**src/design/sdlb_pkg.sv**
```systemverilog
// ----------------------------------------------------------------------------
// sdlb_pkg: shared types and constants for the separable low-band transform
// Command codes, the word types of both channels, and the link that runs
// along the row of multiply-accumulate cells.
// ----------------------------------------------------------------------------
`default_nettype none

package sdlb_pkg;

    localparam int DEF_IN_SIDE  = 32;
    localparam int DEF_OUT_SIDE = 16;

    // Wide enough for any side from the supported range, up to 64.
    localparam int SIDE_W = 6;

    localparam logic [1:0] CMD_LOAD_ROW    = 2'd0;
    localparam logic [1:0] CMD_LOAD_COLUMN = 2'd1;
    localparam logic [1:0] CMD_LOAD_SAMPLE = 2'd2;
    localparam logic [1:0] CMD_READ_COEF   = 2'd3;

    typedef struct packed {
        logic [1:0]         command;
        logic [9:0]         item_index;
        logic signed [15:0] item_value;
    } t_in_item;

    typedef struct packed {
        logic signed [31:0] coefficient;
        logic [7:0]         coefficient_index;
    } t_out_item;

    // One operand word handed from cell to cell.
    typedef struct packed {
        logic               valid;
        logic               pass2;
        logic               first;
        logic               last;
        logic [SIDE_W-1:0]  idx;
        logic [SIDE_W-1:0]  pos;
        logic signed [15:0] word;
    } t_link;

    // Basis load and coefficient read access, common to all cells.
    typedef struct packed {
        logic               row_we;
        logic [SIDE_W-1:0]  sel;
        logic [SIDE_W-1:0]  addr;
        logic signed [15:0] data;
    } t_cell_cmd;

endpackage

`default_nettype wire

```
**src/design/sdlb_cell.sv**
```systemverilog
// ----------------------------------------------------------------------------
// sdlb_cell: one multiply-accumulate cell of the transform chain
// Holds one row of the row basis, one row of the partial block and one row
// of coefficients, and passes the streamed operand word to its neighbor.
// ----------------------------------------------------------------------------
`default_nettype none

module sdlb_cell
    import sdlb_pkg::*;
#(
    parameter int IN_SIDE  = DEF_IN_SIDE,
    parameter int OUT_SIDE = DEF_OUT_SIDE,
    parameter int CELL_ID  = 0
) (
    input  wire logic         i_clk,
    input  wire logic         i_rst_n,
    input  wire t_link        i_link,
    output t_link             o_link,
    input  wire t_cell_cmd    i_cmd,
    output logic signed [31:0] o_rd_data
);

    localparam int ROW_AW  = $clog2(IN_SIDE);
    localparam int COEF_AW = $clog2(OUT_SIDE);
    localparam int ACC_W   = 40 + $clog2(IN_SIDE) + 1;

    localparam logic signed [ACC_W-1:0] P_MAX = ACC_W'(64'h7F_FFFF);
    localparam logic signed [ACC_W-1:0] P_MIN = -P_MAX - ACC_W'(1);
    localparam logic signed [ACC_W-1:0] C_MAX = ACC_W'(64'h7FFF_FFFF);
    localparam logic signed [ACC_W-1:0] C_MIN = -C_MAX - ACC_W'(1);
    localparam logic signed [ACC_W-1:0] HALF  = ACC_W'(16384);

    logic signed [15:0] row_mem  [IN_SIDE];
    logic signed [23:0] part_mem [IN_SIDE];
    logic signed [31:0] coef_mem [OUT_SIDE];

    t_link              r_link;
    t_link              r_b;
    t_link              r_c;
    logic signed [15:0] r_loc_row;
    logic signed [23:0] r_loc_par;
    logic signed [39:0] r_prod;
    logic signed [ACC_W-1:0] r_acc;
    logic signed [ACC_W-1:0] n_acc;
    logic               r_d_valid;
    logic               r_d_pass2;
    logic [SIDE_W-1:0]  r_d_pos;
    logic signed [ACC_W-1:0] r_d_sum;
    logic signed [23:0] loc;
    logic signed [ACC_W-1:0] rnd;
    logic signed [23:0] part_val;
    logic signed [31:0] coef_val;

    assign o_link = r_link;

    // Control flags of the stages.
    always_ff @(posedge i_clk) begin
        if (!i_rst_n) begin
            r_link.valid <= 1'b0;
            r_b.valid    <= 1'b0;
            r_c.valid    <= 1'b0;
            r_d_valid    <= 1'b0;
        end else begin
            r_link.valid <= i_link.valid;
            r_b.valid    <= r_link.valid;
            r_c.valid    <= r_b.valid;
            r_d_valid    <= r_c.valid & r_c.last;
        end
    end

    // Operand path: neighbor word, local operand fetch, product, accumulate.
    always_ff @(posedge i_clk) begin
        r_link.pass2 <= i_link.pass2;
        r_link.first <= i_link.first;
        r_link.last  <= i_link.last;
        r_link.idx   <= i_link.idx;
        r_link.pos   <= i_link.pos;
        r_link.word  <= i_link.word;
        r_loc_row    <= row_mem[r_link.idx[ROW_AW-1:0]];
        r_loc_par    <= part_mem[r_link.idx[ROW_AW-1:0]];
        r_b.pass2    <= r_link.pass2;
        r_b.first    <= r_link.first;
        r_b.last     <= r_link.last;
        r_b.idx      <= r_link.idx;
        r_b.pos      <= r_link.pos;
        r_b.word     <= r_link.word;
        r_prod       <= loc * r_b.word;
        r_c.pass2    <= r_b.pass2;
        r_c.first    <= r_b.first;
        r_c.last     <= r_b.last;
        r_c.idx      <= r_b.idx;
        r_c.pos      <= r_b.pos;
        r_c.word     <= r_b.word;
        if (r_c.valid) begin
            r_acc <= n_acc;
        end
        r_d_pass2 <= r_c.pass2;
        r_d_pos   <= r_c.pos;
        r_d_sum   <= n_acc;
    end

    always_comb begin
        loc   = r_b.pass2 ? r_loc_par : 24'(r_loc_row);
        n_acc = (r_c.first ? '0 : r_acc) + ACC_W'(r_prod);
        rnd   = (r_d_sum + HALF) >>> 15;
        if (rnd > P_MAX) begin
            part_val = 24'(P_MAX);
        end else if (rnd < P_MIN) begin
            part_val = 24'(P_MIN);
        end else begin
            part_val = 24'(rnd);
        end
        if (rnd > C_MAX) begin
            coef_val = 32'(C_MAX);
        end else if (rnd < C_MIN) begin
            coef_val = 32'(C_MIN);
        end else begin
            coef_val = 32'(rnd);
        end
    end

    always_ff @(posedge i_clk) begin
        if (i_cmd.row_we && i_cmd.sel == SIDE_W'(CELL_ID)) begin
            row_mem[i_cmd.addr[ROW_AW-1:0]] <= i_cmd.data;
        end
        if (r_d_valid && !r_d_pass2) begin
            part_mem[r_d_pos[ROW_AW-1:0]] <= part_val;
        end
        if (r_d_valid && r_d_pass2) begin
            coef_mem[r_d_pos[COEF_AW-1:0]] <= coef_val;
        end
        o_rd_data <= coef_mem[i_cmd.addr[COEF_AW-1:0]];
    end

endmodule

`default_nettype wire

```
**config.mk**
```make
export PLATFORM = sky130hd
export DESIGN_NAME = sdlb_cell
export DESIGN_NICKNAME = d
export VERILOG_FILES = /design/src/design/sdlb_pkg.sv /design/src/design/sdlb_cell.sv
export SDC_FILE = /design/constraint.sdc
export NUM_CORES = 2
export LEC_CHECK = 0
export BUFFER_PORTS_ARGS = -buffer_cell sky130_fd_sc_hd__buf_2
export CAP_MARGIN = 30
export CORE_ASPECT_RATIO = 0.75
export CORE_MARGIN = 2
export CORE_UTILIZATION = 25
export CTS_BUF_LIST = sky130_fd_sc_hd__clkbuf_8
export DETAILED_ROUTE_END_ITERATION = 10
export PLACE_DENSITY_LB_ADDON = 0.2
export SKIP_CTS_REPAIR_TIMING = 1
export SYNTH_ARGS = -nofsm -noshare
export SYNTH_HDL_FRONTEND = slang
export SYNTH_SLANG_ARGS = --single-unit
```
**constraint.sdc**
```tcl
create_clock -name i_clk -period 10.2 [get_ports i_clk]
set_clock_uncertainty 0.05 [all_clocks]
set_input_delay 1.02 -clock i_clk [delete_from_list [all_inputs] [get_ports i_clk]]
set_output_delay 1.02 -clock i_clk [all_outputs]
set_load 0.005 [all_outputs]
```
# After elaboration in Yosys (flattened, before gate mapping)
# Memories as Yosys holds them, arrays and structs flattened. A register that Yosys moved wholly into a read port is not among the register bits.
# Cells that the tools add are included.
[op_classes]
n_mul = 1
n_lt_le_gt_ge = 4
reduce_logical = 5
bitwise_logic = 1
n_mux = 12
n_addsub = 2
[ops]
columns = ["cell", "count"]
rows = [
  ["2-to-1 mux 24 bit", 3],
  ["2-to-1 mux 32 bit", 2],
  ["adder 46 x 16 -> 46 bit, second input constant", 1],
  ["adder 46 bit", 1],
  ["2-to-1 mux 46 bit", 1],
  ["multiplier 24 x 16 -> 40 bit", 1],
  ["greater-than comparator 31 x 32 -> 1 bit, second input constant", 1],
  ["< comparator 31 x 32 -> 1 bit, second input constant", 1],
  ["greater-than comparator 31 x 24 -> 1 bit, second input constant", 1],
  ["< comparator 31 x 24 -> 1 bit, second input constant", 1],
  ["zero test 6 bit", 1],
  ["2-to-1 mux 1 bit", 6],
  ["logical AND 1 bit", 3],
  ["AND 1 bit", 1],
  ["zero test 1 bit", 1],
]
[word_totals]
memories = 3
input_bits = 63
ram_bits = 1792
output_inout_bits = 64
ff_bits = 205
wordCells = 52
[memory_table]
columns = ["memory", "depth", "width", "rd", "rd_clocked_by_memory_dff", "write_ports", "line", "text"]
rows = [
  ["part_mem", 32, 24, 1, 1, 1, "sdlb_cell.sv:34", "logic signed [23:0] part_mem [IN_SIDE];"],
  ["coef_mem", 16, 32, 1, 1, 1, "sdlb_cell.sv:35", "logic signed [31:0] coef_mem [OUT_SIDE];"],
  ["row_mem", 32, 16, 1, 1, 1, "sdlb_cell.sv:33", "logic signed [15:0] row_mem [IN_SIDE];"],
]

# Depth between registers and ports, before layout
[logic_depth]
word_depth = 4
ltp_mapped = 27
mapped_depth_nobuf = 23

# Least setup slack after synthesis
# Ideal clock, no wire load.
[synth_path]
path_kind = "register to register"
start = "register r_b[30] (netlist bit)"
end = "register r_prod[37]"
arrival_ns = 6.577
path_stages_with_launch = 27
setup_ns = 0.120
path_buffers = 4
period_less_slack_ns = 6.746
path_slack_ns = 3.454
required_time_ns = 10.030
path_cell_list = "dfxtp_1 > clkbuf_1 > buf_1 > mux2_2 > clkbuf_1 > nand2_1 > fa_1 > inv_1 > fa_1 > inv_1 > fa_1 > inv_1 > fa_1 > fa_1 > inv_1 > fa_1 > inv_1 > ha_1 > clkbuf_1 > and3_1 > nor2b_1 > a211oi_1 > a211oi_1 > o211ai_1 > a21o_1 > a21o_1 > a211o_1"
[synth_between]
elab_chain_len = 2
[synth_lines]
columns = ["element", "line", "text"]
rows = [
  ["from (decl)", "sdlb_cell.sv:38", "t_link r_b;"],
  ["2-to-1 mux 24 bit", "sdlb_cell.sv:103", "loc = r_b.pass2 ? r_loc_par : 24'(r_loc_row);"],
  ["multiplier 24 x 16 -> 40 bit", "sdlb_cell.sv:87", "r_prod <= loc * r_b.word;"],
  ["to (signal assigned)", "sdlb_cell.sv:87", ""],
  ["to (decl)", "sdlb_cell.sv:42", "logic signed [39:0] r_prod;"],
]
# Every way passes these cells.
# A chain may end at the register's enable or synchronous reset.

# Worst setup path after layout
[layout_path]
start = "register r_b[15] (netlist bit)"
end = "register r_prod[30]"
[layout_between]
elab_chain_len = 1
[layout_lines]
columns = ["element", "line"]
rows = [
  ["multiplier 24 x 16 -> 40 bit", "sdlb_cell.sv:87"],
]
# Every way passes these cells.

==> metrics.csv <==
metric;value;unit
clockBufferDepth;4;
p_per_area;348.3;nW/um2
io_buffers;125;
seqPwrFrac;0.293;
io_pins;127;
p_comb_frac;0.515;
p_clk_frac;0.192;
rsz0062_at_grt;no;
synth_edf_count;1838;
fill_cells;36162;
hold_viol;0;
ys_seq_area_frac;0.6491;
arrival;8.39;ns
vias;47218;
cpMostUsedCell;fa_1;
worst_ir_drop_vdd;0.0007596;V
cts_root_buffer;clkbuf_8;
slew-limit-headroom;0.3136;
multi_input_area;30090;um2
area_growth;16.21;%
gp_congestion;0.7716;
path_class;reg -> reg;
cp_slowest_cell;clkinv_1;
core.rowCount;192;
grt_first_pass_wirelength;360700;um
path_clk_slew;0.05;ns
ys_ff_latch;2055;
synth_area_leader_cell;edfxtp_1;
rrSetupSlack;2.68;ns
vias_per_cell;4.415;
most-common-layout-cells;edfxtp_1, inv_1, mux4_2;
swShare;0.4099;
ys.warnings.count;0;
setup-violations-final;0;
worstPathRequired;11.07;ns
syn_nets;5706;
drive_gt1_frac;0.2502;
min_period;7.521;ns
grt_pass1_vias;50571;
routedWlPerCell;23.54;um
ys_top_cells_by_area;edfxtp_1, mux4_2, fa_1, dfxtp_1, ha_1;
max_cap_violations;0;
grt_max_degree;132;
end_kind;flop;
hold_start;i_link[31];
tns;0;ns
core;364900;um2
rr_worst_depth;18;
p_switching;15.21;mW
nNetsFinal;6150;
max_freq;133.0;MHz
p_leak;36.87;nW
synth_top_flop_cell;edfxtp_1;
max_stage_delay;0.93;ns
numCtsBuffers;349;
drc;0;
dieArea;371800;um2
firstDrtPassIters;5;
drt-initial-drc-count;3706;
antenna_found_initial;29;
netlist_area;91720;um2
avgSynthCellArea;17.90;um2
r2r-end;r_prod[30]$_DFF_P_;
cp_max_fo;19;
insertion_delay;1.11;ns
finalCritPeriodShare;0.7374;
synth_top_cell_area_share;0.6018;
final_cells;10695;
wl;251800;um
final_common_cell;edfxtp_1;
die_x;703.4;um
clock_sinks;2055;
regArea;59560;um2
worstHoldPathCells;2;
intPower;21.90;mW
die_h;528.5;um
reg2reg_from;r_b[15]$_DFF_P_;
outcome;finished clean;
place_hpwl;146800;um
grt_usage;0.1337;
min_path_type;in -> reg;
ys_async_sr_fraction;0;
grt.overflow.total;0;
place_inst;10023;
crit_path_start_kind;flop;
initial_core_util;0.2513;
final-max-slew-violation-count;0;
drtAntennaViolNets;0;
worst_pin_slew;1.019;ns
cts_tree;built;
htree_levels;5;
hold-path-endpoint;o_link[31]$_SDFF_PN0_;
syn-instance-count;5124;
yosysUniqueCellTypes;78;
path_cells;clkinv_1 -> nor2_1 -> fa_1 -> fa_1 -> fa_1 -> fa_1 -> fa_1 -> inv_1 -> fa_1 -> inv_1 -> ha_1 -> a21o_1 -> a21o_1 -> a21oi_1 -> nand2_1 -> o21ai_0 -> nand2_1 -> a311oi_1;
-- worst max-delay path by stage --
stage	from	endpoint	slack, ns	cells after the start
4_1_cts	r_b[30]$_DFF_P_	r_prod[38]$_DFF_P_	2.56	20
3_3_place_gp	r_b[30]$_DFF_P_	r_prod[38]$_DFF_P_	2.62	20
5_1_grt	r_b[30]$_DFF_P_	r_prod[38]$_DFF_P_	2.07	23
2_1_floorplan	r_b[30]$_DFF_P_	r_prod[37]$_DFF_P_	3.45	26
3_5_place_dp	r_b[30]$_DFF_P_	r_prod[38]$_DFF_P_	2.63	20
6_report	r_b[15]$_DFF_P_	r_prod[30]$_DFF_P_	2.68	18
-- power groups by stage --
stage	registers [mW]	logic (mW)	clock network [mW]
CTS	10.9	19.2	7.42
global placement	11.1	18.9	0
global route	10.9	21.7	7.77
detailed placement	11.1	19.1	0
finish	10.9	19.1	7.12
floorplan	11.0	13.7	0
-- critical path, delay by kind of cell (launching register included) --
| kind | cells | cell delay [ns] |
|---|---|---|
| flops | 1 | 0.68 |
| fa+ha+maj | 7 | 3.31 |
| buf+inv | 3 | 1.01 |
| simple gates | 3 | 0.72 |
| compound gates | 5 | 1.55 |
-- area by class of cell --
class                      instances  area share
clock inverter                   254     0.01392
tap                             4850     0.05694
multi-input combinational       2383      0.2823
inverter                         458     0.01613
timing repair buffer             321     0.02449
clock buffer                     365     0.04713
antenna                            9   0.0002113
sequential                      2055      0.5588
-- cell families after synthesis --
family                     count (synthesis)  synth area share
buffers and inverters                    686           0.02853
and+or+nand+nor                          840           0.04461
muxes                                    619            0.1447
AOI/OAI and AO/OA                        299           0.02139
DFF                                     2055            0.6491
xor gates and xnor gates                 106           0.01012
adders and majority gates                519            0.1015
-- layer usage --
layer | part of all wire | global-route usage | wire length, um | up-vias
li1 | - | - | - | 20284
met1 | 0.47 | 0.1925 | 119100 | 25440
met2 | 0.45 | 0.2071 | 113900 | 1122
met3 | 0.054 | 0.02571 | 13530 | 360
met4 | 0.021 | 0.03273 | 5228 | 12
met5 | 0.00035 | 0 | 89 | -
-- registers in the layout (all words and copies together), names as in the netlist, 16 cells and up --
register / cells
part_mem: 768
coef_mem: 512
row_mem: 512
r_acc: 46
r_prod: 40
o_link: 32
o_rd_data: 32
r_d_sum: 32
r_b: 25
r_loc_par: 24
r_loc_row: 16
-- through the flow --
step | hold slack (ns) | area (um2) | setup slack, ns | power (mW) | utilization
3_3_place_gp | 0.2623 | 99130 | 2.622 | 29.97 | 0.2716
3_5_place_dp | 0.2621 | 99460 | 2.629 | 30.19 | 0.2726
2_1_floorplan | 0.2596 | 91720 | 3.454 | 24.66 | -
5_1_grt | 0.07996 | 106600 | 2.067 | 40.37 | 0.2920
6_report | 0.1578 | 106600 | 2.679 | 37.12 | 0.2921
4_1_cts | -0.2081 | 106000 | 2.560 | 37.54 | 0.2904
-- synthesized netlist by cell type (4+ instances only) --
library cell  instances
o21bai_1             15
o211ai_1             10
and2_1              140
mux2_2               56
inv_1               457
nand3_1              47
or2_2                 7
nand4_1              17
a21o_1               38
nand4b_1              4
o21ai_0              67
xnor2_1              81
dfxtp_1             217
nand2_1             319
nor4_1                6
a31o_2                4
nand3b_1             10
o21a_1               12
edfxtp_1           1838
and4_1                4
a211oi_1              9
nor3_1               23
clkbuf_1            178
ha_1                144
buf_1                40
a31oi_1              12
or3_1                 8
a311oi_1              5
and3_1               10
xor2_1               25
nor2b_1              67
nor2_1              146
a21boi_0              4
fa_1                375
mux4_2              560
nand2b_1             16
a21oi_1              83
Power figures use the tool's default switching activity.
